$ cat config.mk
export PLATFORM = sky130hd
export DESIGN_NAME = length_framed_command_parser
export DESIGN_NICKNAME = d
export VERILOG_FILES = /design/src/rtl/lfcp_pkg.sv /design/src/rtl/lfcp_front.sv /design/src/rtl/lfcp_queue.sv /design/src/rtl/lfcp_back.sv /design/src/rtl/length_framed_command_parser.sv
export SDC_FILE = /design/constraint.sdc
export NUM_CORES = 1
export LEC_CHECK = 0
export BUFFER_PORTS_ARGS = -buffer_cell sky130_fd_sc_hd__buf_2
export CAP_MARGIN = 20
export CORE_ASPECT_RATIO = 0.5
export CORE_MARGIN = 2
export CORE_UTILIZATION = 40
export CTS_CLUSTER_DIAMETER = 60
export DETAILED_ROUTE_END_ITERATION = 12
export SLEW_MARGIN = 0
export SYNTH_ARGS = -nofsm -noshare
export SYNTH_HDL_FRONTEND = slang
export SYNTH_SLANG_ARGS = --single-unit
$ cat constraint.sdc
create_clock -name i_clk -period 8.9 [get_ports i_clk]
set_clock_uncertainty 0.15 [all_clocks]
set_input_delay 1.78 -clock i_clk [delete_from_list [all_inputs] [get_ports i_clk]]
set_output_delay 1.78 -clock i_clk [all_outputs]
set_load 0.01 [all_outputs]
$ cat src/rtl/lfcp_pkg.sv
package lfcp_pkg;

    // sync bytes and command letters
    localparam logic [7:0] SYNC_SHORT = 8'hAA;  // one-byte length follows
    localparam logic [7:0] SYNC_LONG  = 8'h55;  // two-byte length follows
    localparam logic [7:0] CMD_WRITE  = 8'h57;  // 'W'
    localparam logic [7:0] CMD_READ   = 8'h52;  // 'R'
    localparam logic [15:0] LEN_WRITE = 16'd9;
    localparam logic [15:0] LEN_READ  = 16'd5;

    // configuration register indexes
    localparam int CFG_IW = 2;
    localparam logic [CFG_IW-1:0] REG_CRC_ENABLE = 2'd0;
    localparam logic [CFG_IW-1:0] REG_CRC_POLY   = 2'd1;
    localparam logic [CFG_IW-1:0] REG_CRC_INIT   = 2'd2;

    // frame queue between parser and result stage
    localparam int QDEPTH = 2;
    localparam int QAW    = $clog2(QDEPTH);
    localparam int QCW    = $clog2(QDEPTH + 1);

    typedef enum logic [2:0] {
        PH_HUNT    = 3'd0,
        PH_LEN_HI  = 3'd1,
        PH_LEN_LO  = 3'd2,
        PH_PAYLOAD = 3'd3,
        PH_CRC_HI  = 3'd4,
        PH_CRC_LO  = 3'd5
    } t_phase;

    typedef enum logic [1:0] {
        KIND_WRITE   = 2'd0,
        KIND_READ    = 2'd1,
        KIND_OTHER   = 2'd2,
        KIND_CRC_ERR = 2'd3
    } t_kind;

    typedef struct packed {
        logic        crc_enable;
        logic [15:0] crc_poly;
        logic [15:0] crc_init;
    } t_cfg;

    // finished frame, as handed from parser to result stage
    typedef struct packed {
        logic [7:0]  letter;
        logic        len_is_write;
        logic        len_is_read;
        logic        crc_ok;
        logic [31:0] addr;
        logic [31:0] data;
        logic [8:0]  len;
        logic [15:0] rx_crc;
        logic [15:0] calc_crc;
    } t_rec;

    typedef struct packed {
        logic           full;
        logic           empty;
        logic [QCW-1:0] count;
    } t_qstat;

    // one byte through an MSB-first CRC-16, no reflection
    function automatic logic [15:0] crc16_byte(input logic [15:0] crc,
                                               input logic [7:0]  b,
                                               input logic [15:0] poly);
        logic [15:0] c;
        c = crc ^ {b, 8'h00};
        for (int k = 0; k < 8; k++) begin
            c = c[15] ? ((c << 1) ^ poly) : (c << 1);
        end
        return c;
    endfunction

endpackage

$ cat src/rtl/lfcp_front.sv
module lfcp_front #(
    parameter int MAX_PAYLOAD = 256
) (
    input  logic             i_clk,
    input  logic             i_rst_n,
    input  logic             i_take,
    input  logic [7:0]       i_rx_byte,
    input  lfcp_pkg::t_cfg   i_cfg,
    output logic             o_rec_valid,
    output lfcp_pkg::t_rec   o_rec
);

    localparam int CW = $clog2(MAX_PAYLOAD + 1);
    localparam logic [16:0] MAX_LEN = 17'(MAX_PAYLOAD);

    lfcp_pkg::t_phase r_phase, n_phase;
    logic [15:0]   r_frame_length, n_frame_length;
    logic [CW-1:0] r_bytes_taken, n_bytes_taken;
    logic [15:0]   r_crc, n_crc;
    logic [7:0]    r_crc_hi, n_crc_hi;
    logic [7:0]    r_letter, n_letter;
    logic [31:0]   r_addr, n_addr;
    logic [31:0]   r_data, n_data;

    logic [15:0] v_len;
    logic [15:0] v_rx_crc;
    logic        v_emit;
    logic        v_ok;

    always_ff @(posedge i_clk) begin
        if (!i_rst_n) begin
            r_phase       <= lfcp_pkg::PH_HUNT;
            r_bytes_taken <= '0;
        end else begin
            r_phase       <= n_phase;
            r_bytes_taken <= n_bytes_taken;
        end
    end

    always_ff @(posedge i_clk) begin
        r_frame_length <= n_frame_length;
        r_crc          <= n_crc;
        r_crc_hi       <= n_crc_hi;
        r_letter       <= n_letter;
        r_addr         <= n_addr;
        r_data         <= n_data;
    end

    always_comb begin
        n_phase        = r_phase;
        n_frame_length = r_frame_length;
        n_bytes_taken  = r_bytes_taken;
        n_crc          = r_crc;
        n_crc_hi       = r_crc_hi;
        n_letter       = r_letter;
        n_addr         = r_addr;
        n_data         = r_data;
        v_len          = r_frame_length | {8'h00, i_rx_byte};
        v_rx_crc       = '0;
        v_emit         = 1'b0;
        v_ok           = 1'b1;
        if (i_take) begin
            case (r_phase)
                lfcp_pkg::PH_HUNT: begin
                    n_frame_length = '0;
                    n_bytes_taken  = '0;
                    if (i_rx_byte == lfcp_pkg::SYNC_SHORT) begin
                        n_phase = lfcp_pkg::PH_LEN_LO;
                    end else if (i_rx_byte == lfcp_pkg::SYNC_LONG) begin
                        n_phase = lfcp_pkg::PH_LEN_HI;
                    end
                end
                lfcp_pkg::PH_LEN_HI: begin
                    n_frame_length = {i_rx_byte, 8'h00};
                    n_phase        = lfcp_pkg::PH_LEN_LO;
                end
                lfcp_pkg::PH_LEN_LO: begin
                    n_frame_length = v_len;
                    if (v_len != '0 && {1'b0, v_len} <= MAX_LEN) begin
                        n_phase       = lfcp_pkg::PH_PAYLOAD;
                        n_bytes_taken = '0;
                        n_crc         = i_cfg.crc_init;
                        n_letter      = '0;
                        n_addr        = '0;
                        n_data        = '0;
                    end else begin
                        n_phase = lfcp_pkg::PH_HUNT;
                    end
                end
                lfcp_pkg::PH_PAYLOAD: begin
                    n_crc = lfcp_pkg::crc16_byte(r_crc, i_rx_byte, i_cfg.crc_poly);
                    if (r_bytes_taken == '0) begin
                        n_letter = i_rx_byte;
                    end else if (r_bytes_taken <= CW'(4)) begin
                        n_addr = {r_addr[23:0], i_rx_byte};
                    end else if (r_bytes_taken <= CW'(8)) begin
                        n_data = {r_data[23:0], i_rx_byte};
                    end
                    n_bytes_taken = r_bytes_taken + CW'(1);
                    if (16'(n_bytes_taken) == r_frame_length) begin
                        if (i_cfg.crc_enable) begin
                            n_phase = lfcp_pkg::PH_CRC_HI;
                        end else begin
                            n_phase = lfcp_pkg::PH_HUNT;
                            v_emit  = 1'b1;
                        end
                    end
                end
                lfcp_pkg::PH_CRC_HI: begin
                    n_crc_hi = i_rx_byte;
                    n_phase  = lfcp_pkg::PH_CRC_LO;
                end
                lfcp_pkg::PH_CRC_LO: begin
                    v_rx_crc = {r_crc_hi, i_rx_byte};
                    v_ok     = (v_rx_crc == r_crc);
                    v_emit   = 1'b1;
                    n_phase  = lfcp_pkg::PH_HUNT;
                end
                default: begin
                    n_phase = lfcp_pkg::PH_HUNT;
                end
            endcase
        end
    end

    // frame record built from the post-byte view of the state
    always_comb begin
        o_rec_valid        = v_emit;
        o_rec.letter       = n_letter;
        o_rec.len_is_write = (r_frame_length == lfcp_pkg::LEN_WRITE);
        o_rec.len_is_read  = (r_frame_length == lfcp_pkg::LEN_READ);
        o_rec.crc_ok       = v_ok;
        o_rec.addr         = n_addr;
        o_rec.data         = n_data;
        o_rec.len          = r_frame_length[8:0];
        o_rec.rx_crc       = v_rx_crc;
        o_rec.calc_crc     = n_crc;
    end

endmodule

$ cat src/rtl/lfcp_queue.sv
module lfcp_queue (
    input  logic             i_clk,
    input  logic             i_rst_n,
    input  logic             i_wr,
    input  lfcp_pkg::t_rec   i_wr_rec,
    input  logic             i_rd,
    output lfcp_pkg::t_rec   o_rd_rec,
    output lfcp_pkg::t_qstat o_stat
);

    localparam int D = lfcp_pkg::QDEPTH;
    localparam int AW = lfcp_pkg::QAW;
    localparam int CW = lfcp_pkg::QCW;

    lfcp_pkg::t_rec r_slot [D];
    logic [AW-1:0] r_wp, n_wp;
    logic [AW-1:0] r_rp, n_rp;
    logic [CW-1:0] r_count, n_count;
    logic          v_wr, v_rd;

    assign v_wr = i_wr && (r_count != CW'(D));
    assign v_rd = i_rd && (r_count != '0);

    always_comb begin
        n_wp    = r_wp;
        n_rp    = r_rp;
        n_count = r_count;
        if (v_wr) begin
            n_wp = (r_wp == AW'(D - 1)) ? '0 : r_wp + AW'(1);
        end
        if (v_rd) begin
            n_rp = (r_rp == AW'(D - 1)) ? '0 : r_rp + AW'(1);
        end
        if (v_wr && !v_rd) begin
            n_count = r_count + CW'(1);
        end else if (v_rd && !v_wr) begin
            n_count = r_count - CW'(1);
        end
    end

    always_ff @(posedge i_clk) begin
        if (!i_rst_n) begin
            r_wp    <= '0;
            r_rp    <= '0;
            r_count <= '0;
        end else begin
            r_wp    <= n_wp;
            r_rp    <= n_rp;
            r_count <= n_count;
        end
    end

    always_ff @(posedge i_clk) begin
        if (v_wr) begin
            r_slot[r_wp] <= i_wr_rec;
        end
    end

    assign o_rd_rec     = r_slot[r_rp];
    assign o_stat.full  = (r_count == CW'(D));
    assign o_stat.empty = (r_count == '0);
    assign o_stat.count = r_count;

endmodule

$ cat src/rtl/lfcp_back.sv
module lfcp_back (
    input  logic           i_clk,
    input  logic           i_rst_n,
    input  logic           i_q_empty,
    input  lfcp_pkg::t_rec i_q_rec,
    output logic           o_q_rd,
    input  logic           i_pop,
    output logic           o_valid,
    output logic [1:0]     o_frame_kind,
    output logic [31:0]    o_target_address,
    output logic [31:0]    o_write_value,
    output logic [8:0]     o_payload_length,
    output logic [15:0]    o_received_crc,
    output logic [15:0]    o_computed_crc
);

    logic r_valid, n_valid;
    lfcp_pkg::t_kind r_kind, v_kind;
    logic [31:0] r_addr, v_addr;
    logic [31:0] r_data, v_data;
    logic [8:0]  r_len;
    logic [15:0] r_rx_crc;
    logic [15:0] r_calc_crc;
    logic        v_load;

    // classify the head frame
    always_comb begin
        v_kind = lfcp_pkg::KIND_OTHER;
        v_addr = '0;
        v_data = '0;
        if (!i_q_rec.crc_ok) begin
            v_kind = lfcp_pkg::KIND_CRC_ERR;
        end else if (i_q_rec.letter == lfcp_pkg::CMD_WRITE && i_q_rec.len_is_write) begin
            v_kind = lfcp_pkg::KIND_WRITE;
            v_addr = i_q_rec.addr;
            v_data = i_q_rec.data;
        end else if (i_q_rec.letter == lfcp_pkg::CMD_READ && i_q_rec.len_is_read) begin
            v_kind = lfcp_pkg::KIND_READ;
            v_addr = i_q_rec.addr;
        end
    end

    assign v_load  = !i_q_empty && (!r_valid || i_pop);
    assign o_q_rd  = v_load;
    assign n_valid = v_load || (r_valid && !i_pop);

    always_ff @(posedge i_clk) begin
        if (!i_rst_n) begin
            r_valid <= 1'b0;
        end else begin
            r_valid <= n_valid;
        end
    end

    always_ff @(posedge i_clk) begin
        if (v_load) begin
            r_kind     <= v_kind;
            r_addr     <= v_addr;
            r_data     <= v_data;
            r_len      <= i_q_rec.len;
            r_rx_crc   <= i_q_rec.rx_crc;
            r_calc_crc <= i_q_rec.calc_crc;
        end
    end

    assign o_valid          = r_valid;
    assign o_frame_kind     = r_kind;
    assign o_target_address = r_addr;
    assign o_write_value    = r_data;
    assign o_payload_length = r_len;
    assign o_received_crc   = r_rx_crc;
    assign o_computed_crc   = r_calc_crc;

endmodule

$ cat src/rtl/length_framed_command_parser.sv
// Channel   Handshake            Payload
// -------   ------------------   ----------------------------------------------
// byte in   push / full          i_rx_byte
// frame out empty / pop          o_frame_kind, o_target_address, o_write_value,
//                                o_payload_length, o_received_crc, o_computed_crc
// config    i_cfg_we             i_cfg_index, i_cfg_wdata
//
// One byte transaction per cycle while full is low; one byte-wide CRC-16 update
// per clock while payload bytes are taken. Taking a frame's last byte writes the
// frame queue; the output register loads the head frame when empty or popped.
// Reset (sync, active low): hunt mode, queue and output empty, crc_enable=1,
// poly=0x1021, init=0xFFFF.
// full follows the two-entry frame queue, which fills only behind a held-off pop.
module length_framed_command_parser #(
    parameter int MAX_PAYLOAD = 256
) (
    input  logic        i_clk,
    input  logic        i_rst_n,
    // byte stream
    input  logic        push,
    output logic        full,
    input  logic [7:0]  i_rx_byte,
    // frame results
    output logic        empty,
    input  logic        pop,
    output logic [1:0]  o_frame_kind,
    output logic [31:0] o_target_address,
    output logic [31:0] o_write_value,
    output logic [8:0]  o_payload_length,
    output logic [15:0] o_received_crc,
    output logic [15:0] o_computed_crc,
    // config writes
    input  logic                        i_cfg_we,
    input  logic [lfcp_pkg::CFG_IW-1:0] i_cfg_index,
    input  logic [15:0]                 i_cfg_wdata
);

    logic        r_crc_enable;
    logic [15:0] r_crc_poly;
    logic [15:0] r_crc_init;

    lfcp_pkg::t_cfg   w_cfg;
    lfcp_pkg::t_rec   w_front_rec;
    lfcp_pkg::t_rec   w_q_rec;
    lfcp_pkg::t_qstat w_q_stat;
    logic             w_take;
    logic             w_front_valid;
    logic             w_q_rd;
    logic             w_out_valid;

    // Config registers. Index 3 is unused and dropped.
    always_ff @(posedge i_clk) begin
        if (!i_rst_n) begin
            r_crc_enable <= 1'b1;
            r_crc_poly   <= 16'h1021;
            r_crc_init   <= 16'hFFFF;
        end else if (i_cfg_we) begin
            case (i_cfg_index)
                lfcp_pkg::REG_CRC_ENABLE: r_crc_enable <= i_cfg_wdata[0];
                lfcp_pkg::REG_CRC_POLY:   r_crc_poly   <= i_cfg_wdata;
                lfcp_pkg::REG_CRC_INIT:   r_crc_init   <= i_cfg_wdata;
                default: ;
            endcase
        end
    end

    assign w_cfg.crc_enable = r_crc_enable;
    assign w_cfg.crc_poly   = r_crc_poly;
    assign w_cfg.crc_init   = r_crc_init;

    // a byte transaction happens on push with room in the frame queue
    assign full   = w_q_stat.full;
    assign w_take = push && !w_q_stat.full;

    // front: sync hunt, length, payload capture, CRC
    lfcp_front #(
        .MAX_PAYLOAD(MAX_PAYLOAD)
    ) u_front (
        .i_clk      (i_clk),
        .i_rst_n    (i_rst_n),
        .i_take     (w_take),
        .i_rx_byte  (i_rx_byte),
        .i_cfg      (w_cfg),
        .o_rec_valid(w_front_valid),
        .o_rec      (w_front_rec)
    );

    // short queue of finished frames
    lfcp_queue u_queue (
        .i_clk   (i_clk),
        .i_rst_n (i_rst_n),
        .i_wr    (w_front_valid),
        .i_wr_rec(w_front_rec),
        .i_rd    (w_q_rd),
        .o_rd_rec(w_q_rec),
        .o_stat  (w_q_stat)
    );

    // back: classification and output register
    lfcp_back u_back (
        .i_clk           (i_clk),
        .i_rst_n         (i_rst_n),
        .i_q_empty       (w_q_stat.empty),
        .i_q_rec         (w_q_rec),
        .o_q_rd          (w_q_rd),
        .i_pop           (pop),
        .o_valid         (w_out_valid),
        .o_frame_kind    (o_frame_kind),
        .o_target_address(o_target_address),
        .o_write_value   (o_write_value),
        .o_payload_length(o_payload_length),
        .o_received_crc  (o_received_crc),
        .o_computed_crc  (o_computed_crc)
    );

    assign empty = !w_out_valid;

    // full must track the queue fill exactly
    a_full_count: assert property (@(posedge i_clk) disable iff (!i_rst_n)
        full == (32'(w_q_stat.count) == lfcp_pkg::QDEPTH))
        else $error("full flag disagrees with queue fill");

    // a write command is always a nine-byte frame
    a_write_len: assert property (@(posedge i_clk) disable iff (!i_rst_n)
        (!empty && o_frame_kind == lfcp_pkg::KIND_WRITE) |-> o_payload_length == 9'd9)
        else $error("write command with wrong length");

    // only write commands carry data
    a_value_zero: assert property (@(posedge i_clk) disable iff (!i_rst_n)
        (!empty && o_frame_kind != lfcp_pkg::KIND_WRITE) |-> o_write_value == '0)
        else $error("write data on a non-write frame");

    // a frame leaving the queue always lands in the output register
    a_queue_drain: assert property (@(posedge i_clk) disable iff (!i_rst_n)
        w_q_rd |=> !empty)
        else $error("dequeued frame lost");

endmodule

* After elaboration in Yosys (flattened, before gate mapping)
Memory sizes are Yosys's and may differ from the RTL's. A register that Yosys moved wholly into a read port is not among the register bits. Index checks and enable logic that the tools add are counted.
Storage, ports and cells: register bits after elaboration 269, bits in writable memories 232, bits of input ports 31, output and inout bits 109, word-level logic and storage cells 150, memories 1
Memory list:
- u_queue.r_slot | depth 2, width 116, read ports 1, clocked after memory_dff 1, wr ports 1, RTL line lfcp_queue.sv:15 | lfcp_pkg::t_rec r_slot [D];
Cells by class: add/sub/neg operators 5, $lt $le $gt $ge 3, equality and inequality tests 20, mux-type cells 55, bitwise operators 10, reduce and logical (&&, ||, !) cells 35
Operator list (count):
- $mux W32 | 11
- $mux W16 | 12
- $xor A16 B16 Y16 | 9
- $pmux W32 S2 | 2
- $pmux W16 S3 | 1
- $pmux W16 S2 | 1
- $pmux W9 S3 | 1
- $eq A8 B7 Y1 const B | 3
- $mux W8 | 3
- $eq A16 B16 Y1 | 1
- $eq A16 B3 Y1 const B | 1
- $eq A16 B4 Y1 const B | 1
- $eq A9 B16 Y1 | 1
- $le A16 B9 Y1 const B | 1
- $or A16 B8 Y16 | 1
- $pmux W8 S2 | 1
- $reduce_bool A16 Y1 | 1
- $pmux W3 S5 | 1
- $mux W3 | 4
- $reduce_and A2 Y1 | 6
- $mux W1 | 11
- $logic_and A1 B1 Y1 | 10
- $mux W2 | 5
- $add A9 B1 Y9 const B | 1
- 24 further kinds | 39

* Longest topological paths before layout
depth in word-level cells 19, mapped depth 16, depth with buffers taken out 13

* By module
From an unflattened synthesis, not the netlist that was laid out.
Unflattened totals: cells, all modules 1759, area total of the unflattened synthesis 22844.4 µm²
Modules (own cells, without submodules):
- lfcp_queue | times used 1, cells an instance 386, area each 8759.7 µm², sequential area each 7066.8 µm²
- lfcp_front | times used 1, cells an instance 950, area each 8309.2 µm², sequential area each 2722.6 µm²
- lfcp_back | times used 1, cells an instance 275, area each 4352.9 µm², sequential area each 3233.1 µm²
- length_framed_command_parser | times used 1, cells an instance 148, area each 1422.6 µm², sequential area each 660.6 µm²

* Worst setup path after synthesis
No wires, ideal clock.
path type input -> register, start in push, end mem u_queue.r_slot[1][0] (netlist bit), enable pin, library setup time 0.607 ns, arrival 7.392 ns, required time 8.143 ns, path slack 0.751 ns, cell stages on the path 4, buffers on the path 0, path through nand3_1 nor2_1 a21oi_1 nor2b_1
Between the ends: word-level cells in the longest chain between the ends 5
RTL lines:
- start: declaration | RTL line length_framed_command_parser.sv:20 | input logic push,
- $logic_and A1 B1 Y1 | RTL line length_framed_command_parser.sv:73 | assign w_take = push && !w_q_stat.full;
- $mux W1 | RTL line lfcp_front.sv:62 | if (i_take) begin
- $logic_and A1 B1 Y1 | RTL line lfcp_queue.sv:21 | assign v_wr = i_wr && (r_count != CW'(D));
- $mux W1 | RTL line lfcp_queue.sv:54 | if (v_wr) begin
- $mux W1 (not written as such) | RTL line lfcp_queue.sv:55 | r_slot[r_wp] <= i_wr_rec;
- end: declaration | RTL line lfcp_queue.sv:15
Every way passes these cells.

* Final worst setup path
start in i_rx_byte[6], end mem u_queue.r_slot[0][4] (netlist bit) (data pin)
Between the ends: word-level cells in the longest chain between the ends 17, elaborated cells on any way between the ends 23, those cells by class order compare: 1; mux: 11; bitwise: 9; reduce/logical: 2
RTL lines:
- start: declaration | RTL line length_framed_command_parser.sv:22 | input logic [7:0] i_rx_byte,
- $xor A16 B16 Y16 | RTL line lfcp_pkg.sv:68 | c = crc ^ {b, 8'h00};
- $xor A16 B16 Y16 | RTL line lfcp_pkg.sv:70 | c = c[15] ? ((c << 1) ^ poly) : (c << 1);
- $mux W16 (2 in series) | RTL line lfcp_pkg.sv:70
- $xor A16 B16 Y16 | RTL line lfcp_pkg.sv:70
- $mux W16 | RTL line lfcp_pkg.sv:70
- $mux W16 or $xor A16 B16 Y16 (tied branches) | RTL line lfcp_pkg.sv:70
- $xor A16 B16 Y16 or $mux W16 (tied branches) | RTL line lfcp_pkg.sv:70
- $mux W16 or $xor A16 B16 Y16 (tied branches) | RTL line lfcp_pkg.sv:70
- $xor A16 B16 Y16 or $mux W16 (tied branches) | RTL line lfcp_pkg.sv:70
- $mux W16 or $xor A16 B16 Y16 (tied branches) | RTL line lfcp_pkg.sv:70
- $xor A16 B16 Y16 or $mux W16 (tied branches) | RTL line lfcp_pkg.sv:70
- $mux W16 or $xor A16 B16 Y16 (tied branches) | RTL line lfcp_pkg.sv:70
- $xor A16 B16 Y16 or $mux W16 (tied branches) | RTL line lfcp_pkg.sv:70
- $mux W16 | RTL line lfcp_pkg.sv:70
- $pmux W16 S2 * | RTL line lfcp_front.sv:63 | case (r_phase)
- $mux W16 * | RTL line lfcp_front.sv:62
- net u_front.n_crc[4] | RTL line lfcp_front.sv:19 | logic [15:0] r_crc, n_crc;
Mark *: on every way through the listed nets, which the timed path passes. The rest lies on a longest branch.

==> impl_summary.log <==
[metrics] GPL Wtd Cong: 0.850
[metrics] worst vdd ir: 147 µV
[metrics] global-route wire length before repair: 71.6 mm
[metrics] Residual DRC: 0
[metrics] clock slew seen by the registers of the worst setup and hold paths: 60 ps
[metrics] WP data required: a little over 9000 ps
[metrics] Buffers & Inverters on Critical Path: 1
[metrics] cell area after layout: around 24,000 µm²
[metrics] average wire length per cell after detail routing: 19.2 µm
[metrics] family with the most delay on the worst path: XOR/XNOR gates
[metrics] cell area reported after detailed placement: roughly 22,000 µm²
[metrics] most common library cell in the layout ignoring fill and taps: edfxtp_1
[metrics] register bit count reported by yosys: 502
[metrics] number of antenna violations at the first check in global routing: 1
[metrics] total setup buffers inserted after CTS: 0
[metrics] clock latency on the worst-skew pair: ~580 ps
[metrics] count of instances resized after the clock tree is built: 0
[metrics] placeable core area: 51,700 µm²
[metrics] maximum level of the CTS H-tree: 2
[metrics] sequence of cells on the critical path: buf_2 > xor2_1 > nand3_1 > and3_1 > o311a_1 > a211oi_2 > xnor3_1 > xnor3_1 > o221ai_1 > xnor2_2 > nand2_1 > xnor3_1 > o21ai_1
[metrics] total negative slack for setup checks: 0 ps
[metrics] area growth from synthesis to layout: 14.5%
[metrics] most used flip-flop cell after synthesis: edfxtp_1
[metrics] aggregate routed wire length: 46.9 mm
[metrics] count of flip-flops with a built-in enable after synthesis: 363
[metrics] count of final hold-check violations: 0
[metrics] syn avg cell area: ~13 µm²
[metrics] Total GRT Usage: 0.171
[metrics] total CTS buffers: between 40 and 50
[metrics] share of synthesized registers carrying an async set or reset: 0
[metrics] Worst Setup End Kind: register
[metrics] sequential share of the synthesized area: 0.657
[metrics] Hold WC Path Type: reg2reg
[metrics] Worst Reg-to-Reg Cells: 12
[metrics] number of library cell types mapped by synthesis: between 60 and 70
[metrics] Placed Cells: 2,355
[metrics] remaining max-slew budget at the tightest pin: 0.286
[metrics] die outline width: ~330 µm
[metrics] worst stage delay on the critical path: roughly 820 ps
[metrics] vias in the first global route: 12,300
[metrics] estimated wirelength of the detail-placed design: 28.9 mm
[metrics] setup repair after global routing missed its margin: false
[metrics] leakage: between 8 and 9 nW
[metrics] Finished Layout Cells: 2,444
[metrics] post-synthesis instance area: 20,800 µm²
[metrics] Worst EP arrival: 6830 ps
[metrics] most used cell along the critical path: xnor3_1
[metrics] Max Freq: 152 MHz
[metrics] Final Setup Violations: 0
[metrics] depth of the critical timing path with buffers and inverters included: 13
[metrics] layout cells sized above 1: 0.170
[metrics] Power Density: ~240 nW/µm²
[metrics] post-layout net count: approximately 1,700
[metrics] effective utilization at floorplan: 0.403
[metrics] leading cell types in the layout, fill and taps excluded: edfxtp_1, nand2_1, buf_2, dfxtp_1, nor2_1
[metrics] result of the run: completed
[metrics] critical setup path kind: in2reg
[metrics] total of warnings raised by yosys: 0
[metrics] Critical Path Start Type: input pin
[metrics] final-report max-slew violation count: 0
[metrics] worst slew pin tran: 1070 ps
[metrics] post-route clock period utilization: 0.741
[metrics] maximum clock insertion buffer count: 3
[metrics] buffer type at the clock tree root: clkbuf_16
[metrics] worst hold path depth: 2
[metrics] TritonCTS clock tree: built
[metrics] die footprint: 54,000 µm²
[metrics] hold buffer count at cts: 0
[metrics] Num Clock Sinks: 502
[metrics] row count: 59
[metrics] count of vias placed by the detailed router: 12,500
[metrics] ANT nets after route: 0
[metrics] total nets after synthesis: 1,622
[metrics] quantity of I/O buffers inserted on ports: 139
[metrics] Max Cap Viol: 0
[metrics] Post-Syn Instances: 1,588
[metrics] pin count of the biggest net entering global routing: 97
[metrics] count of pins on the block boundary: 140
[metrics] crit-path max FO: 16
[metrics] number of design-rule violations left by the first detailed-router iteration: 811
[metrics] residual overflow from global routing: 0
[metrics] post-detailed-route via-to-cell ratio: 5.10
[metrics] shortest period the worst path allows: 6600 ps
[metrics] number of diodes added for antenna fixing: 0
[metrics] slowest cell on the critical path: xnor2_2
[metrics] DRT Pass-1 Iters: 5
[metrics] die boundary height: 165 µm
-- cell families after synthesis --
family                     Yosys count  share of synthesized area
adders and majority gates            3                    0.00180
muxes                              123                     0.0617
xor gates and xnor gates           155                     0.0782
buffers and inverters              109                     0.0209
AOI/OAI and AO/OA                  206                     0.0738
DFF                                502                      0.657
and+or+nand+nor                    490                      0.106
-- cell usage after synthesis, drive strengths merged (3+ instances only) --
cell type,instances,area [µm²]
ha,3,37.5
nand3b,4,30.0
inv,11,41.3
o211ai,5,37.5
mux2i,80,801
nand2b,7,43.8
nand2,208,781
a211oi,4,35.0
clkbuf,74,278
a21boi,20,150
o22ai,3,18.8
nand4,6,37.5
edfxtp,363,10900
a22o,73,639
dfxtp,139,2780
or4,4,30.0
a31oi,3,18.8
and2,31,194
nor3,21,105
xnor2,91,812
nor4bb,3,30.0
buf,23,111
nor4,8,50.1
a22oi,16,120
nor2b,11,68.8
o21ai,33,165
xnor3,15,338
a21oi,25,125
xor2,48,454
o31ai,4,35.0
and3,8,50.1
nor2,119,447
mux2,43,484
nor3b,7,52.6
a32oi,4,42.6
nand3,39,195
or3,7,43.8
-- layout make-up --
cell class | instances | area [µm²]
Fill cell | 4631 | 27800
Sequential cell | 502 | 13700
Multi-Input combinational cell | 977 | 6750
Clock buffer | 59 | 1220
Timing Repair Buffer | 166 | 936
Tap cell | 701 | 877
Clock inverter | 27 | 334
Inverter | 12 | 45.0
-- through the flow --
step	hold WS (ps)	power, mW	worst slack (ps)	utilization
after floorplan	291	3.50	751	-
after global routing	357	6.06	2020	0.461
final	327	5.81	2300	0.461
after global placement	319	3.84	1880	0.431
after CTS	332	5.87	2370	0.461
after detailed placement	323	3.85	1790	0.431
-- worst register-to-register path: cells and delay by family, from the launching register on --
kind,cells,cell delay (ps)
AOI/OAI and AO/OA,4,1420
xor gates and xnor gates,5,2720
DFF,1,530
and+or+nand+nor,3,540
-- flip-flops by register name, indices dropped and copies added (netlist names), 32 cells and up, named ones only --
| signal | flops |
|---|---|
| u_back.o_write_value | 32 |
| u_front.r_addr | 32 |
| u_queue.r_slot | 232 |
| u_front.r_data | 32 |
| u_back.o_target_address | 32 |
-- path summary, 6_finish.rpt --
kind / slack (ps) / from / endpoint
hold / removal: 330 / r_crc_init[12] / r_crc_init[12]
setup reg to reg: 3350 / u_front.r_crc[14] / u_queue.r_slot[0][4]
setup / recovery: 2300 / i_rx_byte[6] / u_queue.r_slot[0][4]
hold reg to reg: 330 / r_crc_init[12] / r_crc_init[12]
-- where the power goes --
group / switching [mW] / total (mW) / internal, mW
registers: 0.106 / 2.89 / 2.78
logic: 0.534 / 0.893 / 0.360
clock network: 0.868 / 2.03 / 1.16
-- layer usage --
| metal | up-vias | GRT usage | share of wire |
|---|---|---|---|
| met5 | - | 0 | 0 |
| li1 | 5983 | - | - |
| met3 | 63 | 0.0252 | 0.039 |
| met4 | 0 | 0.0509 | 0.023 |
| met2 | 217 | 0.291 | 0.49 |
| met1 | 6213 | 0.228 | 0.45 |
(Power assumes the default switching activity.)
